===== src/hw/rtl/pst_pkg.sv =====
`timescale 1ns / 1ps
`default_nettype none
// ----------------------------------------------------------------------------
// pst_pkg
// Types, sizes and action codes shared by the publish/subscribe table.
// ----------------------------------------------------------------------------
package pst_pkg;

	localparam int SIGNAL_SLOTS  = 8;
	localparam int SUBS_PER_SLOT = 8;
	localparam int NUM_CELLS     = SIGNAL_SLOTS * SUBS_PER_SLOT;

	localparam int SLOT_W = (SIGNAL_SLOTS > 1) ? $clog2(SIGNAL_SLOTS) : 1;
	localparam int CELL_W = (SUBS_PER_SLOT > 1) ? $clog2(SUBS_PER_SLOT) : 1;
	localparam int ADDR_W = (NUM_CELLS > 1) ? $clog2(NUM_CELLS) : 1;

	localparam logic [2:0] ACT_CLEAR       = 3'd0;
	localparam logic [2:0] ACT_SUBSCRIBE   = 3'd1;
	localparam logic [2:0] ACT_UNSUBSCRIBE = 3'd2;
	localparam logic [2:0] ACT_QUERY       = 3'd3;
	localparam logic [2:0] ACT_PUBLISH     = 3'd4;

	localparam logic [8:0] LIMIT_RESET = 9'd256;

	typedef struct packed {
		logic [2:0]  action;
		logic [7:0]  signal_type;
		logic [7:0]  subscriber_id;
		logic [31:0] payload_tag;
		logic [15:0] payload_size;
	} req_t;

	typedef struct packed {
		logic        item_kind;
		logic        success;
		logic [7:0]  target_subscriber;
		logic [7:0]  delivered_type;
		logic [31:0] delivered_tag;
		logic [15:0] delivered_size;
		logic        last;
	} rsp_t;

endpackage
`default_nettype wire


===== src/hw/rtl/pst_ram.sv =====
`timescale 1ns / 1ps
`default_nettype none
// ----------------------------------------------------------------------------
// pst_ram
// Generic single-write, single-read RAM with a registered read port.
// ----------------------------------------------------------------------------
module pst_ram #(
	parameter int WIDTH = 8,
	parameter int DEPTH = 64,
	localparam int AW = (DEPTH > 1) ? $clog2(DEPTH) : 1
) (
	input  wire logic             clk,
	input  wire logic             we,
	input  wire logic [AW-1:0]    waddr,
	input  wire logic [WIDTH-1:0] wdata,
	input  wire logic [AW-1:0]    raddr,
	output logic      [WIDTH-1:0] rdata
);

	logic [WIDTH-1:0] mem [DEPTH];

	always_ff @(posedge clk) begin
		if (we) begin
			mem[waddr] <= wdata;
		end
		rdata <= mem[raddr];
	end

endmodule
`default_nettype wire


===== src/hw/rtl/publish_subscribe_table.sv =====
`timescale 1ns / 1ps
`default_nettype none
// ----------------------------------------------------------------------------
// publish_subscribe_table
// Registry of signal slots with subscriber cells held in a RAM; performs
// clear, subscribe, unsubscribe, query and publish requests.
// ----------------------------------------------------------------------------
//  channel   handshake               payload
//  req       req_valid / req_stall   req_item  (pst_pkg::req_t)
//  rsp       rsp_valid / rsp_stall   rsp_item  (pst_pkg::rsp_t)
//  cfg       cfg_valid / cfg_ready   cfg_data  (signal_type_limit)
//
//  Subscribe, unsubscribe, query and publish sweep every cell of the RAM,
//  one read a cycle while no delivery is held. Clear and rejected requests
//  skip the sweep and go straight to the final reply. Each delivery that
//  meets a stalled output holds the sweep for as long as the stall lasts.
//  Reset empties the table at once through per-cell valid flops.
// ----------------------------------------------------------------------------
module publish_subscribe_table (
	input  wire logic          clk,
	input  wire logic          arst_n,
	input  wire logic          req_valid,
	output logic               req_stall,
	input  wire pst_pkg::req_t req_item,
	output logic               rsp_valid,
	input  wire logic          rsp_stall,
	output pst_pkg::rsp_t      rsp_item,
	input  wire logic          cfg_valid,
	output logic               cfg_ready,
	input  wire logic [8:0]    cfg_data
);

	import pst_pkg::*;

	typedef enum logic [2:0] {
		ST_IDLE   = 3'b001,
		ST_SCAN   = 3'b010,
		ST_FINISH = 3'b100
	} state_t;

	state_t state_q;

	logic [8:0] limit_q;
	req_t       req_q;
	logic       type_ok_q;

	logic [SIGNAL_SLOTS-1:0] slot_in_use_q;
	logic [7:0]              slot_sig_q [SIGNAL_SLOTS];
	logic [NUM_CELLS-1:0]    cell_vld_q;

	// Sweep issue side and the stage whose RAM data is returning.
	logic              issue_q;
	logic [SLOT_W-1:0] slot_q;
	logic [CELL_W-1:0] cell_q;
	logic [ADDR_W-1:0] addr_q;
	logic              vld_s1;
	logic [SLOT_W-1:0] slot_s1;
	logic [CELL_W-1:0] cell_s1;
	logic [ADDR_W-1:0] addr_s1;

	logic              present_q;
	logic              empty_found_q;
	logic [ADDR_W-1:0] empty_addr_q;
	logic              unsub_done_q;

	logic rsp_valid_q;
	rsp_t rsp_q;

	logic [SIGNAL_SLOTS-1:0] slot_match;
	logic                    has_match;
	logic [SLOT_W-1:0]       pub_slot;
	logic                    free_any;
	logic [SLOT_W-1:0]       free_slot;

	logic              ram_we;
	logic [ADDR_W-1:0] ram_waddr;
	logic [7:0]        ram_wdata;
	logic [ADDR_W-1:0] ram_raddr;
	logic [7:0]        ram_rdata;

	logic [7:0] cell_val;
	logic       slot_hit;
	logic       id_hit;
	logic       cell_empty;
	logic       pub_emit;
	logic       rsp_free;
	logic       rsp_load;
	logic       hold;
	logic       step;
	logic       last_issue;
	logic       last_eval;
	logic       accept;
	logic       need_scan;
	logic       id_ok;
	logic       fin_ok;
	logic       sub_new_cell;
	logic       sub_new_slot;
	logic [ADDR_W-1:0] free_addr;

	assign accept    = req_valid && (state_q == ST_IDLE);
	assign req_stall = (state_q != ST_IDLE);
	assign cfg_ready = 1'b1;
	assign rsp_valid = rsp_valid_q;
	assign rsp_item  = rsp_q;
	assign rsp_free  = !rsp_valid_q || !rsp_stall;
	assign id_ok     = (req_q.subscriber_id != 8'd0);

	// Publish needs only a valid type; the other sweeping actions also need an id.
	always_comb begin
		need_scan = 1'b0;
		if ({1'b0, req_item.signal_type} < limit_q) begin
			if (req_item.action == ACT_PUBLISH) begin
				need_scan = 1'b1;
			end else if ((req_item.action == ACT_SUBSCRIBE ||
			              req_item.action == ACT_UNSUBSCRIBE ||
			              req_item.action == ACT_QUERY) &&
			             req_item.subscriber_id != 8'd0) begin
				need_scan = 1'b1;
			end
		end
	end

	always_comb begin
		has_match = 1'b0;
		pub_slot  = '0;
		free_any  = 1'b0;
		free_slot = '0;
		for (int s = SIGNAL_SLOTS - 1; s >= 0; s--) begin
			slot_match[s] = slot_in_use_q[s] && (slot_sig_q[s] == req_q.signal_type);
			if (slot_match[s]) begin
				has_match = 1'b1;
				pub_slot  = SLOT_W'(s);
			end
			if (!slot_in_use_q[s]) begin
				free_any  = 1'b1;
				free_slot = SLOT_W'(s);
			end
		end
	end

	assign free_addr = ADDR_W'(free_slot) * ADDR_W'(SUBS_PER_SLOT);

	assign cell_val   = cell_vld_q[addr_s1] ? ram_rdata : 8'd0;
	assign slot_hit   = slot_match[slot_s1];
	assign id_hit     = slot_hit && (cell_val == req_q.subscriber_id);
	assign cell_empty = slot_hit && (cell_val == 8'd0);
	assign pub_emit   = vld_s1 && (req_q.action == ACT_PUBLISH) && has_match &&
	                    (slot_s1 == pub_slot) && (cell_val != 8'd0);
	assign hold       = pub_emit && !rsp_free;
	assign step       = vld_s1 && !hold;
	assign last_issue = (slot_q == SLOT_W'(SIGNAL_SLOTS - 1)) &&
	                    (cell_q == CELL_W'(SUBS_PER_SLOT - 1));
	assign last_eval  = step && (slot_s1 == SLOT_W'(SIGNAL_SLOTS - 1)) &&
	                    (cell_s1 == CELL_W'(SUBS_PER_SLOT - 1));
	assign ram_raddr  = hold ? addr_s1 : addr_q;
	assign rsp_load   = rsp_free && ((state_q == ST_SCAN && pub_emit) ||
	                                 state_q == ST_FINISH);

	assign sub_new_cell = !present_q && empty_found_q;
	assign sub_new_slot = !present_q && !empty_found_q && free_any;

	always_comb begin
		unique case (req_q.action)
			ACT_CLEAR:       fin_ok = 1'b1;
			ACT_SUBSCRIBE:   fin_ok = type_ok_q && id_ok &&
			                          (present_q || empty_found_q || free_any);
			ACT_UNSUBSCRIBE: fin_ok = type_ok_q && id_ok && unsub_done_q;
			ACT_QUERY:       fin_ok = type_ok_q && id_ok && present_q;
			ACT_PUBLISH:     fin_ok = type_ok_q && has_match;
			default:         fin_ok = 1'b0;
		endcase
	end

	always_comb begin
		ram_we    = 1'b0;
		ram_waddr = empty_addr_q;
		ram_wdata = req_q.subscriber_id;
		if (state_q == ST_FINISH && rsp_free && fin_ok &&
		    req_q.action == ACT_SUBSCRIBE) begin
			if (sub_new_cell) begin
				ram_we = 1'b1;
			end else if (sub_new_slot) begin
				ram_we    = 1'b1;
				ram_waddr = free_addr;
			end
		end
	end

	pst_ram #(
		.WIDTH(8),
		.DEPTH(NUM_CELLS)
	) u_cells (
		.clk   (clk),
		.we    (ram_we),
		.waddr (ram_waddr),
		.wdata (ram_wdata),
		.raddr (ram_raddr),
		.rdata (ram_rdata)
	);

	always_ff @(posedge clk or negedge arst_n) begin
		if (!arst_n) begin
			state_q       <= ST_IDLE;
			limit_q       <= LIMIT_RESET;
			type_ok_q     <= 1'b0;
			slot_in_use_q <= '0;
			cell_vld_q    <= '0;
			issue_q       <= 1'b0;
			slot_q        <= '0;
			cell_q        <= '0;
			addr_q        <= '0;
			vld_s1        <= 1'b0;
			present_q     <= 1'b0;
			empty_found_q <= 1'b0;
			unsub_done_q  <= 1'b0;
			rsp_valid_q   <= 1'b0;
		end else begin
			if (cfg_valid) begin
				limit_q <= cfg_data;
			end

			if (rsp_load) begin
				rsp_valid_q <= 1'b1;
			end else if (rsp_free) begin
				rsp_valid_q <= 1'b0;
			end

			unique case (state_q)
				ST_IDLE: begin
					if (accept) begin
						type_ok_q     <= ({1'b0, req_item.signal_type} < limit_q);
						present_q     <= 1'b0;
						empty_found_q <= 1'b0;
						unsub_done_q  <= 1'b0;
						slot_q        <= '0;
						cell_q        <= '0;
						addr_q        <= '0;
						issue_q       <= need_scan;
						state_q       <= need_scan ? ST_SCAN : ST_FINISH;
					end
				end
				ST_SCAN: begin
					if (!hold) begin
						vld_s1 <= issue_q;
						if (issue_q) begin
							addr_q <= addr_q + 1'b1;
							if (cell_q == CELL_W'(SUBS_PER_SLOT - 1)) begin
								cell_q <= '0;
								slot_q <= slot_q + 1'b1;
							end else begin
								cell_q <= cell_q + 1'b1;
							end
							if (last_issue) begin
								issue_q <= 1'b0;
							end
						end
					end
					if (step) begin
						if (id_hit) begin
							present_q <= 1'b1;
						end
						if (cell_empty && !empty_found_q) begin
							empty_found_q <= 1'b1;
						end
						// Unsubscribe empties only the first cell that holds the id.
						if (req_q.action == ACT_UNSUBSCRIBE && id_hit && !unsub_done_q) begin
							unsub_done_q         <= 1'b1;
							cell_vld_q[addr_s1]  <= 1'b0;
						end
					end
					if (last_eval) begin
						state_q <= ST_FINISH;
					end
				end
				ST_FINISH: begin
					vld_s1 <= 1'b0;
					if (rsp_free) begin
						state_q     <= ST_IDLE;
						if (req_q.action == ACT_CLEAR) begin
							slot_in_use_q <= '0;
							cell_vld_q    <= '0;
						end else if (req_q.action == ACT_SUBSCRIBE && fin_ok) begin
							if (sub_new_cell) begin
								cell_vld_q[empty_addr_q] <= 1'b1;
							end else if (sub_new_slot) begin
								slot_in_use_q[free_slot] <= 1'b1;
								cell_vld_q[free_addr]    <= 1'b1;
							end
						end
					end
				end
				default: begin
					state_q <= ST_IDLE;
				end
			endcase
		end
	end

	// Payload registers.
	always_ff @(posedge clk) begin
		if (accept) begin
			req_q <= req_item;
		end
		if (state_q == ST_SCAN && !hold && issue_q) begin
			slot_s1 <= slot_q;
			cell_s1 <= cell_q;
			addr_s1 <= addr_q;
		end
		if (state_q == ST_SCAN && step && cell_empty && !empty_found_q) begin
			empty_addr_q <= addr_s1;
		end
		if (state_q == ST_FINISH && rsp_free && sub_new_slot && fin_ok &&
		    req_q.action == ACT_SUBSCRIBE) begin
			slot_sig_q[free_slot] <= req_q.signal_type;
		end
		if (state_q == ST_SCAN && pub_emit && rsp_free) begin
			rsp_q.item_kind         <= 1'b0;
			rsp_q.success           <= 1'b0;
			rsp_q.target_subscriber <= cell_val;
			rsp_q.delivered_type    <= req_q.signal_type;
			rsp_q.delivered_tag     <= req_q.payload_tag;
			rsp_q.delivered_size    <= req_q.payload_size;
			rsp_q.last              <= 1'b0;
		end else if (state_q == ST_FINISH && rsp_free) begin
			rsp_q.item_kind         <= 1'b1;
			rsp_q.success           <= fin_ok;
			rsp_q.target_subscriber <= 8'd0;
			rsp_q.delivered_type    <= 8'd0;
			rsp_q.delivered_tag     <= 32'd0;
			rsp_q.delivered_size    <= 16'd0;
			rsp_q.last              <= 1'b1;
		end
	end

endmodule
`default_nettype wire


===== config.mk =====
export PLATFORM = sky130hd
export DESIGN_NAME = publish_subscribe_table
export DESIGN_NICKNAME = d
export VERILOG_FILES = /design/src/hw/rtl/pst_pkg.sv /design/src/hw/rtl/pst_ram.sv /design/src/hw/rtl/publish_subscribe_table.sv
export SDC_FILE = /design/constraint.sdc
export NUM_CORES = 1
export LEC_CHECK = 0
export BUFFER_PORTS_ARGS = -buffer_cell sky130_fd_sc_hd__buf_2
export CAP_MARGIN = 20
export CORE_MARGIN = 2
export CORE_UTILIZATION = 45
export DETAILED_ROUTE_END_ITERATION = 12
export GPL_ROUTABILITY_DRIVEN = 0
export MAX_ROUTING_LAYER = met4
export PLACE_DENSITY = 0.65
export SLEW_MARGIN = 10
export SYNTH_ARGS = -nofsm -noshare
export SYNTH_HDL_FRONTEND = slang
export SYNTH_SLANG_ARGS = --single-unit

===== constraint.sdc =====
create_clock -name clk -period 7.1 [get_ports clk]
set_input_delay 0.355 -clock clk [delete_from_list [all_inputs] [get_ports clk]]
set_output_delay 0.355 -clock clk [all_outputs]
set_load 0.03 [all_outputs]

==> results of run 1 <==
tightest hold or removal path: stages:
cell	delay, ns
buf_2	0.18
nand2_1	0.08
o21ai_0	0.07
synthesized netlist by cell type, types with 8 or more instances:
library cell / count / area share
a2111oi_0: 16 / 0.0037
a211oi_1: 11 / 0.0022
a21bo_1: 8 / 0.0021
a21o_1: 9 / 0.0018
a21oi_1: 122 / 0.016
a221o_1: 8 / 0.0021
a222oi_1: 16 / 0.0042
a22oi_1: 17 / 0.0034
a31oi_1: 101 / 0.017
a32oi_1: 16 / 0.0037
and2_1: 167 / 0.028
and3_1: 11 / 0.0018
buf_1: 16 / 0.0016
buf_2: 50 / 0.0066
buf_4: 8 / 0.0016
clkbuf_1: 127 / 0.013
dfrtp_1: 101 / 0.067
dfxtp_1: 10 / 0.0053
edfxtp_1: 725 / 0.57
ha_1: 12 / 0.0040
inv_1: 42 / 0.0042
mux2_2: 23 / 0.0068
mux2i_1: 116 / 0.031
nand2_1: 159 / 0.016
nand2b_1: 29 / 0.0048
nand3_1: 143 / 0.019
nand3b_1: 103 / 0.020
nand4_1: 24 / 0.0040
nor2_1: 153 / 0.015
nor2b_1: 106 / 0.017
nor3_1: 20 / 0.0026
o2111ai_1: 9 / 0.0021
o211a_1: 17 / 0.0045
o211ai_1: 35 / 0.0069
o21a_1: 8 / 0.0016
o21ai_0: 197 / 0.026
o22a_1: 17 / 0.0039
o41ai_1: 24 / 0.0055
or2_2: 8 / 0.0013
or3_1: 13 / 0.0021
or4_1: 8 / 0.0016
xnor2_1: 60 / 0.014
xor2_1: 12 / 0.0028
per-layer routing:
metal | global-route usage | up-vias | routed length [um]
li1 | - | 11584 | -
met1 | 0.329 | 13204 | 43900
met2 | 0.382 | 1296 | 49100
met3 | 0.0427 | 281 | 9000
met4 | 0.0901 | 0 | 3770
met5 | - | - | 0
how the worst max path moves through the flow:
stage	start	endpoint	slack, ns
2_1_floorplan	req_q[60]	rsp_item[10]	1.17
3_3_place_gp	addr_s1[0]	u_cells.rdata[4]	0.63
3_5_place_dp	addr_s1[0]	u_cells.rdata[4]	0.41
4_1_cts	addr_s1[0]	u_cells.rdata[4]	0.39
5_1_grt	req_q[59]	u_cells.rdata[4]	0.20
6_report	addr_s1[1]	u_cells.rdata[4]	0.53
what timing repair did:
action	CTS	global route
hold buffers	78	0
gates resized for setup	0	0
hold endpoints to repair	137	0
layout make-up:
| cell class | count | area (um2) |
|---|---|---|
| well taps | 1080 | 1350 |
| clock inverters | 56 | 649 |
| inverters | 45 | 169 |
| fillers | 6926 | 40200 |
| flip-flops and latches | 838 | 24600 |
| multi-input cells | 1893 | 12300 |
| repair buffers | 284 | 2010 |
| clock buffers | 108 | 2310 |
logic make-up (layout without fill, tap and decap cells):
| kind of cell | Yosys count | count (layout) | share of synthesized area |
|---|---|---|---|
| buffers and inverters | 250 | 493 | 0.0280 |
| adders and majority gates | 12 | 12 | 0.00396 |
| and+or+nand+nor | 974 | 974 | 0.141 |
| DFF | 838 | 838 | 0.648 |
| xor gates and xnor gates | 75 | 75 | 0.0182 |
| other | 1 | 1 | 0.0000989 |
| muxes | 154 | 154 | 0.0440 |
| AOI/OAI and AO/OA | 677 | 677 | 0.117 |
power breakdown:
| group | switching [uW] | total [uW] | internal (uW) |
|---|---|---|---|
| clock | 1990 | 4700 | 2710 |
| sequential | 215 | 6000 | 5780 |
| combinational | 1250 | 1800 | 547 |
flip-flops by register name (all words and copies together), names as in the netlist, 8 cells and up:
signal / cells
slot_in_use_q: 8
req_q: 59
rsp_item: 66
ram_wdata: 8
slot_sig_q: 64
u_cells.rdata: 8
limit_q: 9
cell_vld_q: 64
u_cells.mem: 512
metrics by stage:
step,std cells,hold slack (ns),worst slack (ns),power (uW)
CTS,4299,0.0489,0.391,12500
finish,4304,0.0779,0.531,12500
global placement,4046,0.462,0.630,7760
floorplan,2981,0.0594,1.17,7210
global route,4304,0.115,0.202,12900
detailed placement,4057,0.470,0.414,7820
cells in the final DEF, fill, tap and decap left out, drive strengths merged, types with 13 or more instances in the layout:
cell type and n:
a222oi 16, o211ai 35, clkbuf 108, clkinv 42, nor2 153, a31oi 101
dfrtp 101, o41ai 24, a32oi 16, mux2i 119, xor2 14, inv 46
nand4 26, and2 169, or3 13, buf 206, a21oi 122, mux2 29
nor2b 107, dlygate4sd3 78, edfxtp 725, nand2b 29, nand3b 103, nand2 159
nand3 144, nor3 21, xnor2 61, o21ai 201, a22oi 17, o211a 17
a2111oi 16, o22a 17
==> flow_metrics.tcl, run 1 <==
set metrics [dict create \
    worstPathArrival_ns 7.11 \
    reg2reg_to "u_cells.rdata[4]" \
    tns_ns 0 \
    pwr_density_cell_nw_per_um2 288 \
    critPathLaunchType "flop" \
    io_buffers 149 \
    ys_warn_count 0 \
    min_path_cells 3 \
    hold_violations 0 \
    grt_pass1_vias 25759 \
    drt-pass1-iter-count 9 \
    path_clk_slew_ns 0.06 \
    slowest_delay_ns 1.07 \
    routed_wirelength_um 106000 \
    nets 3244 \
    fmax_mhz 152 \
    die_x_um 294 \
    cts.path.max_buffers 3 \
    vias 26365 \
    maxCapViolations 0 \
    initial_core_util 0.454 \
    synth_edf_count 725 \
    wl_per_cell_um 24.6 \
    path_class "flop to flop" \
    ys_seq_elements 838 \
    setup_viol 0 \
    rsz0062_at_grt "false" \
    syn_area_um2 37900 \
    drtIter0Drc 3230 \
    final_util 0.519 \
    yosysSeqAreaShare 0.648 \
    worstSkewPairLatency_ns 0.67 \
    core_area_um2 83600 \
    fin_crit_ns 6.57 \
    min_delay_worst_endpoint "limit_q[7]" \
    synth_cell_type_count 90 \
    cp_data_required_time_ns 7.64 \
    worst_pin_slew_ns 1.27 \
    cp_max_fo 32 \
    timing.critical_path.buf_inv 1 \
    overflow 0 \
    post_cts_buffers 0 \
    cts-root-buf "clkbuf_16" \
    antenna_found_initial 0 \
    pin_count 151 \
    async_flop_share 0.123 \
    synth_ff_type "edfxtp_1" \
    cts_inserted_buffers 89 \
    drc 0 \
    crit_chain "buf_4, mux4_2, a31o_1, o2111a_1, nand4_4, o2111ai_2, nor3_4, mux2_2, a31oi_1, o41ai_1, o2111ai_1, or4_1" \
    cpLargestDelayFamily "compound AO/OA/AOI/OAI gates" \
    area_delta_synth_final_pct 14.5 \
    relSlewSlack 0.145 \
    grt_max_degree 211 \
    n_antenna_cell 0 \
    dieArea_um2 86600 \
    outcome "complete, no violations" \
    min_from "cfg_valid" \
    cp_slowest_cell "o41ai_1" \
    slew_viol_final 0 \
    leakagePower_uw 0.0152 \
    crit_cells 12 \
    worst-r2r-cell-count 12 \
    grt_first_pass_wirelength_um 159000 \
    cts_num_sinks 838 \
    cts_tree "done" \
    rrSetupSlack_ns 0.53 \
    period_share 0.925 \
    hold_path_class "input port to flop" \
    syn_nets 3074 \
    r2r-start "addr_s1[1]" \
    num_rows 106 \
    htree_levels 3 \
    ant_nets 0 \
    critPathCaptureType "flop" \
    vias_per_cell 6.13 \
    drive_gt1_frac 0.125 \
    placed_cell_area_um2 39600 \
    clock-skew-final_ns 0.0490 \
    synthCells 2981 \
    fin_area_um2 43400 \
    track_usage 0.247 \
    hpwl_um 65400 \
    syn_avg_cell_area_um2 12.7 \
    die_h_um 294 \
    ir_worst_vdd_uv 209 \
]
No activity file was read; power rests on OpenSTA's default activity.
==> run 2: changes to the inputs <==
BUFFER_PORTS_ARGS = not set   (was -buffer_cell sky130_fd_sc_hd__buf_2)
CORE_MARGIN = not set   (was 2)
DONT_BUFFER_PORTS = 1   (was not set)
PLACE_DENSITY = 0.64   (was 0.65)
==> run 2 against run 1 <==
Net effect:
- critical path depth is 2 higher
- count of clock-buffer cells in the layout decreased by 12
- critical endpoint is now u_cells.rdata[5]
- sequential power grew 2%
- sequential cell count did not move
==> flow_metrics.tcl, run 2 (same netlist as run 1, synthesis figures left out) <==
set metrics [dict create \
    drive_gt1_frac 0.0828 \
    grt_pass1_vias 24597 \
    cts-root-buf "clkbuf_16" \
    fin_crit_ns 6.49 \
    wl_per_cell_um 25.2 \
    numPlacedInstances 3907 \
    drtIter0Drc 3042 \
    clkPwrFrac 0.380 \
    cts_inserted_buffers 84 \
    antenna_found_initial 2 \
    leakagePower_uw 0.0146 \
    grt_first_pass_wirelength_um 157000 \
    switchingPower_uw 3400 \
    netSwitchingFraction 0.272 \
    overflow 0 \
    hold_violations 0 \
    cts.path.max_buffers 3 \
    area_delta_synth_final_pct 12.6 \
    instances_no_fill 4148 \
    setup_viol 0 \
    p_int_uw 9080 \
    worstSkewPairLatency_ns 0.66 \
    cp_max_fo 30 \
    ant_nets 0 \
    rsz0062_at_grt "false" \
    routed_wirelength_um 104000 \
    cts_tree "done" \
    initial_core_util 0.454 \
    dieArea_um2 85400 \
    pwr_density_cell_nw_per_um2 293 \
    worstPathArrival_ns 6.99 \
    fmax_mhz 154 \
    slew_viol_final 0 \
    ir_worst_vdd_uv 212 \
    path_class "flop to flop" \
    tns_ns 0 \
    die_x_um 292 \
    clock-skew-final_ns 0.0288 \
    mostFrequentLayoutCells "edfxtp_1, o21ai_0, and2_1" \
    hold_path_class "input port to flop" \
    layout_commonest_cell "edfxtp_1" \
    hpwl_um 65600 \
    p_seq_frac 0.492 \
    die_h_um 292 \
    grt_max_degree 212 \
    nets 3089 \
    critPathLaunchType "flop" \
    drt-pass1-iter-count 8 \
    regMostFlops "u_cells.mem" \
    track_usage 0.249 \
    core_area_um2 83600 \
    cp_data_required_time_ns 7.60 \
    largest_reg_flops 512 \
    outcome "complete, no violations" \
    combPwrFrac 0.128 \
    period_share 0.914 \
    num_rows 106 \
    cts_resized 0 \
    drc 0 \
    relSlewSlack 0.198 \
    htree_levels 3 \
    pin_count 151 \
    vias 25672 \
    worst_pin_slew_ns 1.19 \
    cts_num_sinks 838 \
    maxCapViolations 0 \
    vias_per_cell 6.19 \
    path_clk_slew_ns 0.06 \
    critPathCaptureType "flop" \
    io_buffers 0 \
]
[run 2: cell types whose count changed in the layout (fill, tap and decap cells not counted), moves of 2 or more]
cell,before,now
clkbuf_16,89,85
clkinv_4,3,1
clkbuf_1,18,11
inv_6,1,3
buf_16,0,2
bufinv_16,10,16
clkinv_2,17,14
clkinvlp_4,3,7
buf_2,154,1
clkinv_16,3,1
[run 2: critical path, stage by stage (launching register included)]
cell and delay (ns):
edfxtp_1 0.96, buf_4 0.32, mux2i_1 0.09, o22ai_1 0.20, a211oi_1 0.09, o2111a_1 0.35, nand4_4 0.20, o2111ai_2 0.56
nor3_4 0.68, mux2_2 0.76, buf_4 0.30, a31oi_1 0.13, o41ai_1 1.01, o2111ai_1 0.21, or4_1 0.46
[run 2: cell type report]
| type | instances | area (um2) |
|---|---|---|
| inverter | 45 | 169 |
| fill | 6881 | 40900 |
| sequential | 838 | 24600 |
| antenna | 1 | 2.50 |
| clock inverter | 61 | 781 |
| tap | 1080 | 1350 |
| timing repair buffer | 134 | 1290 |
| clock buffer | 96 | 2170 |
| multi-input combinational | 1893 | 12400 |
[run 2: layer usage]
metal  up-vias  routed length (um)  GRT usage
li1      11285                   -          -
met1     12924               44100      0.339
met2      1261               49100      0.387
met3       202                8460     0.0374
met4         0                2760     0.0759
met5         -                   0          -
[run 2: power groups by stage]
stage	Clock [uW]	Sequential [uW]	Combinational [uW]
6_report	4740	6140	1600
5_1_grt	4960	6160	1730
4_1_cts	4780	6140	1580
3_5_place_dp	0	6240	1530
3_3_place_gp	0	6230	1480
2_1_floorplan	0	6180	1030
[run 2: timing repair]
action,CTS,global route
hold buffers,80,0
endpoints found under the hold margin,180,0
buffers inserted,0,0
setup endpoints to repair,0,0
[run 2: through the flow]
stage,area (um2),setup WS [ns],utilization,power [uW],hold slack (ns)
finish,42700,0.610,0.511,12500,0.0732
global route,42700,0.374,0.511,12900,0.0679
CTS,42600,0.833,0.510,12500,0.0402
detailed placement,38900,0.811,0.465,7770,0.0684
global placement,38800,0.933,0.465,7710,0.0700
floorplan,37900,1.17,-,7210,0.0594
[run 2: path summary, 6_finish.rpt]
kind | startpoint | cells after the start | slack, ns | to
hold / removal | req_valid | 3 | 0.07 | state_q[2]
setup reg to reg | addr_s1[1] | 14 | 0.61 | u_cells.rdata[5]
max in group asynchronous | arst_n | 2 | 6.28 | addr_q[0]
min in group asynchronous | arst_n | 2 | 0.33 | limit_q[0]
hold reg to reg | cell_vld_q[0] | 1 | 0.49 | cell_vld_q[0]
setup / recovery | addr_s1[1] | 14 | 0.61 | u_cells.rdata[5]
